### config.mk
export PLATFORM = sky130hd
export DESIGN_NAME = erf_front
export DESIGN_NICKNAME = d
export VERILOG_FILES = /design/src/sv/erf_pkg.sv /design/src/sv/erf_front.sv
export SDC_FILE = /design/constraint.sdc
export NUM_CORES = 1
export LEC_CHECK = 0
export BUFFER_PORTS_ARGS = -buffer_cell sky130_fd_sc_hd__buf_2
export CAP_MARGIN = 15
export CORE_MARGIN = 2
export CORE_UTILIZATION = 40
export CTS_BUF_LIST = sky130_fd_sc_hd__clkbuf_16
export DETAILED_ROUTE_END_ITERATION = 7
export RECOVER_POWER = 50
export SLEW_MARGIN = 30
export SYNTH_ARGS = -nofsm -noshare
export SYNTH_HDL_FRONTEND = slang
export SYNTH_SLANG_ARGS = --single-unit
export TNS_END_PERCENT = 50
### constraint.sdc
create_clock -name clk -period 2.4 [get_ports clk]
set_input_delay 0.12 -clock clk [delete_from_list [all_inputs] [get_ports clk]]
set_output_delay 0.12 -clock clk [all_outputs]
set_load 0.01 [all_outputs]
### src/sv/erf_pkg.sv
package erf_pkg;

	// Default line length of the store, handed down from the top level.
	localparam int DEF_MAX_WIDTH = 1024;

	// Depth of the item queue between front and back.
	localparam int QUEUE_DEPTH = 4;

	// Field widths fixed by the interface.
	localparam int CHAN_W     = 8;
	localparam int PIX_W      = 3 * CHAN_W;
	localparam int ROW_W      = 12;
	localparam int OUT_COL_W  = 10;
	localparam int WIDTH_REG_W  = 11;
	localparam int HEIGHT_REG_W = 13;
	localparam int CFG_DATA_W = HEIGHT_REG_W;
	localparam int CFG_IDX_W  = 1;

	// Register reset values and limits.
	localparam logic [WIDTH_REG_W-1:0]  WIDTH_RESET  = 11'd1024;
	localparam logic [HEIGHT_REG_W-1:0] HEIGHT_RESET = 13'd1024;
	localparam logic [HEIGHT_REG_W-1:0] HEIGHT_LIMIT = 13'd4096;

	// Configuration register indexes.
	localparam logic [CFG_IDX_W-1:0] REG_IMAGE_WIDTH  = 1'b0;
	localparam logic [CFG_IDX_W-1:0] REG_IMAGE_HEIGHT = 1'b1;

	// Offset added to the diagonal difference.
	localparam logic [CHAN_W+1:0] EMB_OFFSET = 10'd128;

	// Classification of one item, decided in the front.
	typedef struct packed {
		logic emb;     // item completes an interior result
		logic border;  // item passes through as itself
	} flags_t;

	localparam int FLAGS_W = $bits(flags_t);

	// One channel of the emboss: now - old + 128, clamped to 0..255.
	function automatic logic [CHAN_W-1:0] emb_chan(input logic [CHAN_W-1:0] now,
	                                              input logic [CHAN_W-1:0] old);
		logic [CHAN_W+1:0] v;
		v = {2'b00, now} - {2'b00, old} + EMB_OFFSET;
		if (v[CHAN_W+1]) begin
			emb_chan = '0;
		end else if (v[CHAN_W]) begin
			emb_chan = '1;
		end else begin
			emb_chan = v[CHAN_W-1:0];
		end
	endfunction

endpackage

### src/sv/erf_front.sv
module erf_front import erf_pkg::*; #(
	parameter int MAX_WIDTH = DEF_MAX_WIDTH,
	localparam int CW = (MAX_WIDTH > 1) ? $clog2(MAX_WIDTH) : 1,
	localparam int WW = ($clog2(MAX_WIDTH + 1) > WIDTH_REG_W) ?
	                    $clog2(MAX_WIDTH + 1) : WIDTH_REG_W
) (
	input  logic                  clk,
	input  logic                  arst_n,
	input  logic                  cfg_we,
	input  logic [CFG_IDX_W-1:0]  cfg_index,
	input  logic [CFG_DATA_W-1:0] cfg_data,
	input  logic                  accept,
	output logic [ROW_W-1:0]      row,
	output logic [CW-1:0]         col,
	output flags_t                flags
);

	logic [WIDTH_REG_W-1:0]  width_q;
	logic [HEIGHT_REG_W-1:0] height_q;
	logic [ROW_W-1:0]        row_q;
	logic [CW-1:0]           col_q;
	logic [WW-1:0]           width_ext;
	logic [WW-1:0]           eff_w;
	logic [HEIGHT_REG_W-1:0] eff_h;
	logic [WW-1:0]           col_inc;
	logic [HEIGHT_REG_W-1:0] row_inc;
	logic                    col_end;
	logic                    row_end;

	// Configuration registers.
	always_ff @(posedge clk or negedge arst_n) begin
		if (!arst_n) begin
			width_q  <= WIDTH_RESET;
			height_q <= HEIGHT_RESET;
		end else if (cfg_we) begin
			case (cfg_index)
				REG_IMAGE_WIDTH:  width_q  <= cfg_data[WIDTH_REG_W-1:0];
				REG_IMAGE_HEIGHT: height_q <= cfg_data[HEIGHT_REG_W-1:0];
				default: ;
			endcase
		end
	end

	// Effective frame size, clamped to what the store and row field hold.
	always_comb begin
		width_ext = WW'(width_q);
		if (width_ext == '0) begin
			eff_w = WW'(1);
		end else if (width_ext > WW'(MAX_WIDTH)) begin
			eff_w = WW'(MAX_WIDTH);
		end else begin
			eff_w = width_ext;
		end
		if (height_q == '0) begin
			eff_h = HEIGHT_REG_W'(1);
		end else if (height_q > HEIGHT_LIMIT) begin
			eff_h = HEIGHT_LIMIT;
		end else begin
			eff_h = height_q;
		end
	end

	// Classify the current position.
	assign col_inc = WW'(col_q) + WW'(1);
	assign row_inc = HEIGHT_REG_W'(row_q) + HEIGHT_REG_W'(1);
	assign col_end = (col_inc >= eff_w);
	assign row_end = (row_inc >= eff_h);

	assign flags.emb    = (row_q >= ROW_W'(2)) && (col_q >= CW'(2));
	assign flags.border = (row_q == '0) || (col_q == '0) || row_end || col_end;
	assign row = row_q;
	assign col = col_q;

	// Raster position of the next transaction.
	always_ff @(posedge clk or negedge arst_n) begin
		if (!arst_n) begin
			row_q <= '0;
			col_q <= '0;
		end else if (accept) begin
			if (col_end) begin
				col_q <= '0;
				row_q <= row_end ? '0 : row_inc[ROW_W-1:0];
			end else begin
				col_q <= col_inc[CW-1:0];
			end
		end
	end

endmodule

==> results.py <==
metrics = {
    "final_layout": {
        "syn_to_final_growth_pct": 42.0,
        "fin_util_pct": 59.3,
        "num_antenna_cells": 0,
        "nets": 461,
        "layout-drive-gt1-share_pct": 47.1,
    },
    "place": {
        "io_buffers": 41,
        "hpwl_mm": 5.88,
        "gp_congestion": 0.851,
        "pre_cts_slack_ns": -0.200,
    },
    "critical_path": {
        "cpPeakStageDelay_ns": 0.41,
        "crit_top_cell": "nand2_2",
        "startpoint": "row[4]$_DFFE_PN0P_",
        "start_kind": "flop",
        "critPathMaxFanout": 3,
        "crit_type": "flop to output pin",
        "worstPathArrival_ns": 2.59,
        "cpMaxStageDelayCell": "dfrtp_1",
        "endpoint_kind": "output pin",
        "required_ns": 2.28,
        "reg2reg_to": "row[9]$_DFFE_PN0P_",
        "reg2reg_depth": 14,
        "rr_startpoint": "row[4]$_DFFE_PN0P_",
        "path_cells": "nand2_2, nor3_4, nand3_2, xnor2_2, ha_1, and4_4, o211a_1, a21oi_2, nand2_2, nor2_2, o211ai_1, buf_2",
        "reg2reg_setup_slack_ns": -0.27,
    },
    "sta": {
        "post-route-period-util_pct": 113,
        "slew_violations": 0,
        "rsz0062_at_grt": "true",
        "tightest_slew_ns": 0.840,
        "finalSetupViolations": 17,
        "fin_crit_ns": 2.71,
        "worst_slack_ns": -0.311,
        "relSlewSlack_pct": 44.0,
        "final-hold-violation-count": 0,
        "fin_skew_ns": 0.00476,
        "fmax_ghz": 0.369,
    },
    "power": {
        "power.net_switching_uw": 1200,
        "p_int_uw": 2060,
        "powerDensity_nw_per_um2": 745,
        "p_leak_uw": 0.00205,
        "ir_drop_uv": 352,
        "p_comb_share_pct": 47.6,
        "power_uw": 3260,
        "switching_share_pct": 36.8,
        "clkPwrFrac_pct": 20.7,
        "power_frac_seq_pct": 31.7,
    },
    "synth": {
        "ys_types": 55,
        "synth_edf_count": 0,
        "ys.flop_type": "dfrtp_1",
        "yosysTopAreaCellShare_pct": 35.8,
        "ys_seq_area_share_pct": 37.5,
        "synthArstFlopShare_pct": 100,
        "yosys-top-cells-area": "dfrtp_1, ha_1, mux2_2",
        "yosys.area.top_type": "dfrtp_1",
        "syn-num-nets": 354,
        "avgSynthCellArea_um2": 10.1,
        "synth_area_um2": 3080,
        "syn_inst": 306,
        "yosysWarnings": 0,
        "ys_ff_latch": 46,
    },
    "cts": {
        "cts_tree": "done",
        "root_buffer": "clkbuf_16",
        "cts_max_path_buffers": 2,
        "cts.sink_count": 46,
        "clock_latency_ns": 0.28,
        "h-tree-depth": 2,
        "clk_pin_slew_ns": 0.06,
        "cts_made_buffers": 5,
    },
    "floorplan": {
        "die_h_um": 91.7,
        "core_area_um2": 7370,
        "rows": 31,
        "die_area_um2": 8410,
        "ioPinCount": 42,
        "start_util_pct": 41.8,
        "die_w_um": 91.7,
    },
    "drt": {
        "routed_wl_mm": 7.85,
        "via_per_inst": 5.26,
        "dr.pass1.iters": 4,
        "vias": 2696,
        "drc": 0,
        "wl_per_cell_um": 15.3,
        "ant_nets": 0,
        "drt-initial-drc-count": 105,
    },
    "global_route": {
        "globalRouteTotalUtil_pct": 19.2,
        "grt_antenna_before_repair": 0,
        "grt_pass1_vias": 2674,
        "grt_first_pass_wirelength_mm": 13.0,
        "globalRouteOverflowTotal": 0,
        "grt_max_degree": 33,
    },
    "worst_hold_path": {
        "holdPathEnd": "height_q[11]$_DFFE_PN0P_",
        "hp-start": "cfg_data[11]",
        "min_path_type": "input port to flop",
        "hold_path_depth": 2,
    },
    "status": {
        "status": "finished with violations",
        "violations": "setup timing",
    },
    "job": {
        "maxCapViolCount": 0,
    },
}
==> sequential cells by signal, summed over array words and instances (netlist names) <==
signal and cells:
col 10, height_q 13, row 12, width_ext 11
==> layer usage <==
layer	vias to the layer above	global-route usage, %	wire [um]
li1	1332	-	-
met1	1292	27.6	3720
met2	67	30.9	3660
met3	5	2.96	415
met4	0	3.73	52
met5	-	0	0
==> cell type report <==
| cell class | instances | area (um2) |
|---|---|---|
| clock buffers | 5 | 125 |
| clock inverters | 3 | 16.3 |
| fillers | 634 | 3000 |
| inverters | 9 | 33.8 |
| multi-input cells | 241 | 2170 |
| flip-flops and latches | 46 | 1160 |
| well taps | 99 | 124 |
| repair buffers | 110 | 738 |
==> power by group through the flow <==
stage	sequential [uW]	combinational, uW	clock, uW
2_1_floorplan	1120	747	0
3_3_place_gp	1040	1340	0
3_5_place_dp	1040	1380	0
4_1_cts	1030	1500	689
5_1_grt	1050	1710	722
6_report	1030	1550	676
==> stage by stage <==
| stage | hold slack [ns] | setup TNS [ns] | cell area, um2 | std cells |
|---|---|---|---|---|
| finish | 0.0699 | -2.92 | 4370 | 513 |
| global route | 0.0730 | -5.29 | 4370 | 513 |
| CTS | 0.0710 | -1.94 | 4210 | 510 |
| detailed placement | 0.252 | -2.75 | 3870 | 491 |
| global placement | 0.239 | -2.47 | 3870 | 491 |
| floorplan | -0.176 | -0.205 | 3190 | 306 |
==> worst max-delay path, delay by kind of cell (launching register included) <==
| kind | cells | cell delay, ns |
|---|---|---|
| xor+xnor | 1 | 0.20 |
| flops | 1 | 0.41 |
| compound gates | 3 | 0.38 |
| buf+inv | 1 | 0.15 |
| simple gates | 6 | 0.91 |
| fa+ha+maj | 1 | 0.25 |
==> synth_stat cells, types with 2 or more instances <==
cell / count
dfrtp_1: 44
xor2_1: 5
mux2_2: 24
and3_1: 6
nand3_2: 3
o21ai_0: 11
inv_1: 8
ha_1: 30
a21o_1: 3
nor4_1: 8
nor2b_1: 2
nor3_1: 7
o2bb2ai_1: 2
dfstp_2: 2
nor2_1: 14
and4_1: 2
a21oi_1: 8
and3_4: 2
a221o_1: 2
nand2_1: 39
o21bai_1: 5
nand3_1: 14
a31oi_1: 3
buf_2: 3
nor3b_1: 3
clkbuf_1: 6
xnor2_1: 12
a22o_1: 9
o21a_1: 2
nand2b_1: 2
==> layout by cell type (no fill, tap or decap), types with 4 or more instances in the layout <==
master / Yosys / routed
nor4_1: 8 / 6
inv_1: 8 / 8
buf_2: 3 / 37
o21ai_0: 11 / 5
clkbuf_1: 6 / 7
ha_1: 30 / 23
nand2_2: 1 / 5
dfrtp_2: 0 / 8
and3_4: 2 / 5
buf_6: 1 / 5
ha_4: 0 / 7
o21bai_1: 5 / 5
a22o_1: 9 / 9
xnor2_1: 12 / 8
nand3_1: 14 / 11
mux2_2: 24 / 23
dfrtp_1: 44 / 36
buf_4: 0 / 54
a21oi_1: 8 / 7
clkbuf_16: 0 / 5
nand2_1: 39 / 35
nor3_1: 7 / 4
nand3_4: 1 / 5
nor2_1: 14 / 12
o21ai_1: 1 / 6
clkbuf_4: 0 / 4
==> logic make-up after synthesis <==
family	count (synthesis)	synth area share, %
buffers and inverters	20	2.80
AND/OR/NAND/NOR	111	19.5
multiplexers	25	9.11
flip-flops	46	37.5
adder cells (fa/ha/maj)	30	12.2
XOR/XNOR	18	5.37
AO/OA/AOI/OAI	56	13.5
==> worst max-delay path by stage <==
stage	endpoint	slack (ns)	depth (start not counted)
after CTS	flags[0]	-0.30	12
final	flags[0]	-0.31	12
after floorplan	row[9]$_DFFE_PN0P_	-0.06	11
after detailed placement	flags[0]	-0.20	12
after global placement	flags[0]	-0.17	12
after global routing	flags[0]	-0.45	13
==> what timing repair did <==
action,in CTS,in global routing
hold buffers,1,0
resized for setup,24,24
cloned,2,0
pin swaps,12,19
hold endpoints to repair,30,0
setup endpoints to repair,22,21
setup buffers,8,3
No activity file was read; power rests on OpenSTA's default activity.
