$ cat src/sv/erf_fifo.sv
module erf_fifo #(
	parameter int WIDTH = 8,
	parameter int DEPTH = 4,
	localparam int PW = (DEPTH > 1) ? $clog2(DEPTH) : 1,
	localparam int NW = $clog2(DEPTH + 1)
) (
	input  logic             clk,
	input  logic             arst_n,
	input  logic             wr,
	input  logic [WIDTH-1:0] wdata,
	output logic             full,
	input  logic             rd,
	output logic [WIDTH-1:0] rdata,
	output logic             empty
);

	logic [WIDTH-1:0] entry_q [DEPTH];
	logic [PW-1:0]    wptr_q;
	logic [PW-1:0]    rptr_q;
	logic [NW-1:0]    count_q;
	logic             do_wr;
	logic             do_rd;

	assign full  = (count_q == NW'(DEPTH));
	assign empty = (count_q == '0);
	assign do_wr = wr && !full;
	assign do_rd = rd && !empty;
	assign rdata = entry_q[rptr_q];

	// Entry storage.
	always_ff @(posedge clk) begin
		if (do_wr) begin
			entry_q[wptr_q] <= wdata;
		end
	end

	// Pointers and fill count.
	always_ff @(posedge clk or negedge arst_n) begin
		if (!arst_n) begin
			wptr_q  <= '0;
			rptr_q  <= '0;
			count_q <= '0;
		end else begin
			if (do_wr) begin
				wptr_q <= (wptr_q == PW'(DEPTH - 1)) ? '0 : wptr_q + 1'b1;
			end
			if (do_rd) begin
				rptr_q <= (rptr_q == PW'(DEPTH - 1)) ? '0 : rptr_q + 1'b1;
			end
			if (do_wr && !do_rd) begin
				count_q <= count_q + 1'b1;
			end else if (do_rd && !do_wr) begin
				count_q <= count_q - 1'b1;
			end
		end
	end

endmodule

$ cat config.mk
export PLATFORM = sky130hd
export DESIGN_NAME = erf_fifo
export DESIGN_NICKNAME = d
export VERILOG_FILES = /design/src/sv/erf_fifo.sv
export SDC_FILE = /design/constraint.sdc
export NUM_CORES = 1
export LEC_CHECK = 0
export BUFFER_PORTS_ARGS = -buffer_cell sky130_fd_sc_hd__buf_2
export CAP_MARGIN = 20
export CORE_ASPECT_RATIO = 0.9
export CORE_MARGIN = 3
export CORE_UTILIZATION = 50
export CTS_CLUSTER_DIAMETER = 120
export DETAILED_ROUTE_END_ITERATION = 10
export GPL_TIMING_DRIVEN = 0
export MAX_ROUTING_LAYER = met4
export PLACE_DENSITY_LB_ADDON = 0.15
export SLEW_MARGIN = 25
export SYNTH_ARGS = -nofsm -noshare
export SYNTH_HDL_FRONTEND = slang
export SYNTH_SLANG_ARGS = --single-unit
export TNS_END_PERCENT = 10
$ cat constraint.sdc
create_clock -name clk -period 1.8 [get_ports clk]
set_input_delay 0.54 -clock clk [delete_from_list [all_inputs] [get_ports clk]]
set_output_delay 0.54 -clock clk [all_outputs]
set_load 0.05 [all_outputs]
==> results of run 1 <==
[area by class of cell]
cell class / count / share of cell area, %
clock buffers: 8 / 2.53
repair buffers: 24 / 9.29
inverters: 3 / 0.584
plain buffers: 2 / 1.17
well taps: 40 / 2.60
flip-flops and latches: 39 / 59.1
multi-input cells: 34 / 24.7
[routing by layer]
layer	routed length (um)	track usage, %	vias to the layer above
li1	-	-	363
met1	1130	19.9	402
met2	1280	23.6	17
met3	136	4.70	7
met4	48	7.83	0
met5	0	-	-
[registers in the layout, summed over array words and instances, names as in the netlist]
name and flops:
count_q 3, rptr_q 2, wptr_q 2, entry_q 32
[power groups by stage]
| stage | combinational (mW) | clock [mW] | sequential (mW) |
|---|---|---|---|
| floorplan | 1.24 | 0 | 1.36 |
| global placement | 1.48 | 0 | 1.37 |
| detailed placement | 1.51 | 0 | 1.40 |
| CTS | 1.69 | 0.421 | 1.42 |
| global route | 1.79 | 0.456 | 1.45 |
| finish | 1.69 | 0.411 | 1.42 |
[placed cells by master, fill, tap and decap left out, types with 2 or more instances in the layout]
cell	n
dfrtp_1	5
clkbuf_4	5
nor2_1	3
buf_6	9
mux2_4	2
edfxtp_1	32
buf_2	11
inv_1	2
buf_4	6
dfrtp_2	2
clkbuf_1	3
and2_2	4
mux2_2	3
xor2_1	2
mux4_2	8
ha_1	5
[timing repair]
item / CTS / global route
setup endpoints to repair: 12 / 12
resized for setup: 18 / 3
pin swaps: 0 / 1
buffers inserted: 2 / 0
cloned: 1 / 0
[worst max-delay path by stage]
stage	endpoint	slack, ns	depth (start not counted)
after floorplan	count_q[1]$_DFFE_PN0P_	-0.40	7
after global placement	rdata[6]	-0.16	3
after detailed placement	count_q[2]$_DFFE_PN0P_	-0.19	9
after CTS	rdata[5]	-0.36	3
after global routing	rdata[1]	-0.41	3
final	rdata[7]	-0.36	3
[metrics by stage]
| step | instances | hold slack [ns] |
|---|---|---|
| after floorplan | 79 | 0.244 |
| after global placement | 140 | 0.384 |
| after detailed placement | 140 | 0.382 |
| after CTS | 150 | 0.0136 |
| after global routing | 150 | 0.0144 |
| final | 150 | 0.0119 |
[kinds of logic after synthesis]
kind of cell | Yosys count | share of synthesized area [%]
flip-flops | 39 | 70.1
multiplexers | 13 | 15.1
AND/OR/NAND/NOR | 11 | 5.41
adder cells (fa/ha/maj) | 7 | 5.87
buffers and inverters | 6 | 1.93
XOR/XNOR | 3 | 1.62
==> results.py, run 1 <==
metrics = {
    "detailed_routing": {
        "drc_errors": 0,
        "drtIter0Drc": 18,
        "avgRoutedWirePerCell_um": 17.3,
        "wirelength_mm": 2.59,
        "vias_per_cell": 5.26,
        "ant_nets": 0,
        "vias": 789,
        "firstDrtPassIters": 2,
    },
    "synthesis": {
        "syn_area_per_cell_um2": 20.5,
        "synth_edf_count": 32,
        "synth_warnings": 0,
        "synthTopCellsByArea": "edfxtp_1 59%, mux4_2 11%, dfrtp_1 11%",
        "syn_area_um2": 1620,
        "yosysMostFrequentCell": "edfxtp_1",
        "synth_top_area_share_pct": 59.3,
        "seq_area_frac_synth_pct": 70.1,
        "synth_flop_cell": "edfxtp_1",
        "synth_cells": 79,
        "async_flop_share_pct": 17.9,
        "synth_commonest_cells": "32 x edfxtp_1, 8 x mux4_2, 7 x dfrtp_1",
        "syn_nets": 98,
        "yosysTopAreaCell": "edfxtp_1",
        "synth_seq_cells": 39,
        "ys_types": 19,
    },
    "setup_path": {
        "cp_num_buf_inv": 2,
        "worstReg2RegEnd": "count_q[2]$_DFFE_PN0P_",
        "worst_path_dominant_cell_family": "multiplexers",
        "crit_start": "rptr_q[0]$_DFFE_PN0P_",
        "cp.arrival_ns": 1.62,
        "r2r_slack_ns": -0.15,
        "slowest_stage": "mux4_2",
        "start_kind": "register",
        "crit_top_cell": "buf_4",
        "r2r-start": "count_q[2]$_DFFE_PN0P_",
        "critPathRequiredTime_ns": 1.26,
        "path_cells": "buf_4 > mux4_2 > buf_4",
        "crit_type": "register to output pin",
        "cp_max_fo": 4,
        "cpPeakStageDelay_ns": 0.49,
        "r2r_cells": 9,
        "endpoint_kind": "output pin",
    },
    "placed_design": {
        "place_ws_ns": -0.187,
        "gp_congestion": 0.702,
        "io_buffers": 21,
        "dp.final_hpwl_mm": 1.78,
        "placed_area_um2": 1800,
    },
    "cts": {
        "tritoncts": "built",
        "clockRootBuffer": "clkbuf_4",
        "clock_latency_ns": 0.34,
        "hold_buffers": 0,
        "cts_sinks": 39,
        "cts_made_buffers": 5,
        "clk_pin_slew_worst_paths_ns": 0.10,
        "htree_levels": 2,
        "clock_path_buffers": 2,
    },
    "die": {
        "die_area_um2": 3960,
        "die_w_um": 66.0,
        "pin_count": 22,
        "chipHeight_um": 60.0,
        "start_util_pct": 55.8,
        "rows": 18,
        "core_um2": 2910,
    },
    "cells_and_area": {
        "utilization_pct": 66.3,
        "multi_input_comb_area_um2": 477,
        "synthToLayoutAreaGrowth_pct": 18.9,
        "design_area_um2": 1930,
        "nets": 128,
        "nFillCells": 197,
        "antennaDiodeCount": 0,
        "drive_gt1_share_pct": 50.9,
        "regArea_um2": 1140,
    },
    "power": {
        "internal_power_mw": 2.14,
        "leakagePower_nw": 0.723,
        "power_frac_seq_pct": 40.4,
        "switching_share_pct": 39.1,
        "peakVddDrop_mv": 1.04,
        "p_switching_mw": 1.37,
        "p_clk_share_pct": 11.7,
        "cellPowerDensity_nw_per_um2": 1830,
        "power_mw": 3.52,
        "pwr-share-comb_pct": 47.9,
    },
    "sta": {
        "fin_ws_ns": -0.363,
        "fin_tns_setup_ns": -3.10,
        "hold_violations": 0,
        "period_minus_slack_ns": 2.16,
        "worst_pin_slew_ns": 0.425,
        "rsz0062_at_grt": "yes",
        "setup_viol": 10,
        "min_period_over_period_pct": 120,
        "relSlewSlack_pct": 71.7,
        "fmax_mhz": 462,
        "drv_slew": 0,
        "fin_skew_ns": 0.00837,
    },
    "global_routing": {
        "track_usage_pct": 15.8,
        "grt_pass1_vias": 852,
        "grt_pass1_wl_mm": 4.15,
        "grt_overflow_total": 0,
        "grt_max_degree": 12,
        "grt_antenna_before_repair": 0,
    },
    "status": {
        "status": "finished, violations left",
        "violations": "setup timing",
    },
    "worst_hold_path": {
        "hp-class": "input port to asynchronous set/reset pin",
    },
    "run": {
        "drv_cap": 0,
    },
}
(Power assumes the default switching activity.)
==> run 2, diff against run 1 <==
--- a/config.mk
+++ b/config.mk
@@ -5,16 +5,17 @@
 export SDC_FILE = /design/constraint.sdc
 export NUM_CORES = 1
 export LEC_CHECK = 0
-export BUFFER_PORTS_ARGS = -buffer_cell sky130_fd_sc_hd__buf_2
 export CAP_MARGIN = 20
 export CORE_ASPECT_RATIO = 0.9
 export CORE_MARGIN = 3
 export CORE_UTILIZATION = 50
 export CTS_CLUSTER_DIAMETER = 120
 export DETAILED_ROUTE_END_ITERATION = 10
+export DONT_BUFFER_PORTS = 1
 export GPL_TIMING_DRIVEN = 0
 export MAX_ROUTING_LAYER = met4
 export PLACE_DENSITY_LB_ADDON = 0.15
+export SKIP_LAST_GASP = 1
 export SLEW_MARGIN = 25
 export SYNTH_ARGS = -nofsm -noshare
 export SYNTH_HDL_FRONTEND = slang
==> results.py, run 2 (synthesis gave the netlist of run 1 again) <==
metrics = {
    "status": {
        "status": "finished, violations left",
        "violations": "setup timing",
    },
    "cells_and_area": {
        "synthToLayoutAreaGrowth_pct": 15.9,
        "nets": 112,
        "nFillCells": 190,
        "final_common_cell": "edfxtp_1",
        "drive_gt1_share_pct": 45.7,
        "final_cell_mix": "32 x edfxtp_1, 8 x mux4_2, 7 x buf_4",
        "largest_reg_flops": 32,
        "finalNonFillerCells": 134,
        "largest_register": "entry_q",
        "reg_top3": "entry_q x32, count_q x3",
        "antennaDiodeCount": 0,
    },
    "setup_path": {
        "worstReg2RegEnd": "count_q[1]$_DFFE_PN0P_",
        "r2r-start": "count_q[1]$_DFFE_PN0P_",
        "r2r_slack_ns": -0.44,
        "start_kind": "register",
        "cp.arrival_ns": 2.47,
        "critPathRequiredTime_ns": 2.02,
        "endpoint_kind": "register",
        "cp_max_fo": 3,
        "crit_type": "register to register",
        "r2r_cells": 6,
    },
    "cts": {
        "tritoncts": "built",
        "clockRootBuffer": "clkbuf_4",
        "clk_pin_slew_worst_paths_ns": 0.12,
        "clock_latency_ns": 0.33,
        "cts_made_buffers": 5,
        "htree_levels": 2,
        "clock_path_buffers": 2,
        "cts_sinks": 39,
    },
    "detailed_routing": {
        "firstDrtPassIters": 4,
        "wirelength_mm": 2.67,
        "avgRoutedWirePerCell_um": 19.9,
        "vias_per_cell": 5.37,
        "drtIter0Drc": 41,
        "drc_errors": 0,
        "ant_nets": 0,
        "vias": 719,
    },
    "global_routing": {
        "grt_pass1_vias": 825,
        "grt_overflow_total": 0,
        "grt_antenna_before_repair": 0,
        "grt_max_degree": 14,
        "grt_pass1_wl_mm": 4.27,
        "track_usage_pct": 16.5,
    },
    "die": {
        "pin_count": 22,
        "die_w_um": 66.0,
        "chipHeight_um": 60.0,
        "rows": 18,
        "start_util_pct": 55.8,
        "core_um2": 2910,
        "die_area_um2": 3960,
    },
    "sta": {
        "worst_pin_slew_ns": 0.666,
        "fmax_mhz": 446,
        "rsz0062_at_grt": "yes",
        "fin_ws_ns": -0.443,
        "min_period_over_period_pct": 125,
        "drv_slew": 0,
        "fin_skew_ns": 0.00529,
        "relSlewSlack_pct": 55.6,
        "period_minus_slack_ns": 2.24,
        "setup_viol": 44,
        "hold_violations": 0,
    },
    "placed_design": {
        "io_buffers": 0,
        "dp.final_hpwl_mm": 1.75,
        "place_ws_ns": -0.488,
        "dp.cells": 119,
        "gp_congestion": 0.753,
    },
    "power": {
        "peakVddDrop_mv": 0.846,
        "leakagePower_nw": 0.679,
        "cellPowerDensity_nw_per_um2": 1950,
        "power_mw": 3.67,
    },
    "worst_hold_path": {
        "min_from": "wdata[3]",
        "worstHoldEndpoint": "entry_q[2][3]$_DFFE_PP_",
        "hp-class": "input port to register",
        "worstHoldPathCells": 0,
    },
    "run": {
        "drv_cap": 0,
    },
}
==> run 2: cell types whose count changed in the layout (fill, tap and decap cells not counted), sizes merged <==
cell | before | now
buf | 26 | 9
clkbuf | 8 | 5
bufinv | 0 | 2
clkinvlp | 0 | 1
dlygate4sd3 | 0 | 1
==> run 2: stage by stage <==
| step | area, um^2 | util (%) | setup TNS (ns) | hold WS, ns |
|---|---|---|---|---|
| detailed placement | 1700 | 58.4 | -3.02 | 0.245 |
| global route | 1880 | 64.6 | -8.74 | 0.244 |
| global placement | 1700 | 58.4 | -2.73 | 0.245 |
| CTS | 1870 | 64.3 | -8.61 | 0.275 |
| finish | 1880 | 64.6 | -6.11 | 0.291 |
| floorplan | 1650 | - | -0.875 | 0.244 |
==> run 2: cell type report <==
class | count | area (um^2) | share of cell area (%)
Timing Repair Buffer | 9 | 73.8 | 3.93
Buffer | 1 | 11.3 | 0.600
Multi-Input combinational cell | 34 | 488 | 26.0
Inverter | 3 | 11.3 | 0.600
Clock inverter | 3 | 67.6 | 3.60
Clock buffer | 5 | 37.5 | 2.00
Sequential cell | 39 | 1140 | 60.6
Tap cell | 40 | 50.0 | 2.66
==> run 2: critical path, stage by stage (launching register included) <==
cell	delay (ns)
dfrtp_2	0.47
nor3b_4	0.60
nor2b_4	0.11
ha_4	0.20
inv_2	0.05
fa_2	0.43
mux2_4	0.28
==> run 2: worst max-delay path by stage <==
| stage | startpoint | endpoint | slack (ns) | cells after the start |
|---|---|---|---|---|
| 3_5_place_dp | count_q[0]$_DFFE_PN0P_ | count_q[1]$_DFFE_PN0P_ | -0.49 | 7 |
| 4_1_cts | count_q[0]$_DFFE_PN0P_ | count_q[2]$_DFFE_PN0P_ | -0.48 | 8 |
| 6_report | count_q[1]$_DFFE_PN0P_ | count_q[1]$_DFFE_PN0P_ | -0.44 | 6 |
| 5_1_grt | count_q[1]$_DFFE_PN0P_ | count_q[2]$_DFFE_PN0P_ | -0.51 | 8 |
| 2_1_floorplan | count_q[0]$_DFFE_PN0P_ | count_q[1]$_DFFE_PN0P_ | -0.40 | 7 |
| 3_3_place_gp | count_q[0]$_DFFE_PN0P_ | count_q[2]$_DFFE_PN0P_ | -0.47 | 8 |
==> run 2: timing repair <==
action	CTS	global route
hold buffers	1	0
buffers inserted	6	1
gates resized for setup	4	5
pin swaps	5	4
hold endpoints to repair	7	0
endpoints found under the setup margin	45	49
gates cloned	1	0
==> run 2: power breakdown <==
| group | switching [mW] | internal (mW) |
|---|---|---|
| combinational | 0.926 | 0.621 |
| sequential | 0.176 | 1.23 |
| clock | 0.289 | 0.432 |
==> run 2: layer usage <==
metal / routed length [um] / global-route usage (%)
met2: 1370 / 24.9
met5: 0 / -
met4: 27 / 6.09
met3: 171 / 7.89
met1: 1110 / 19.6
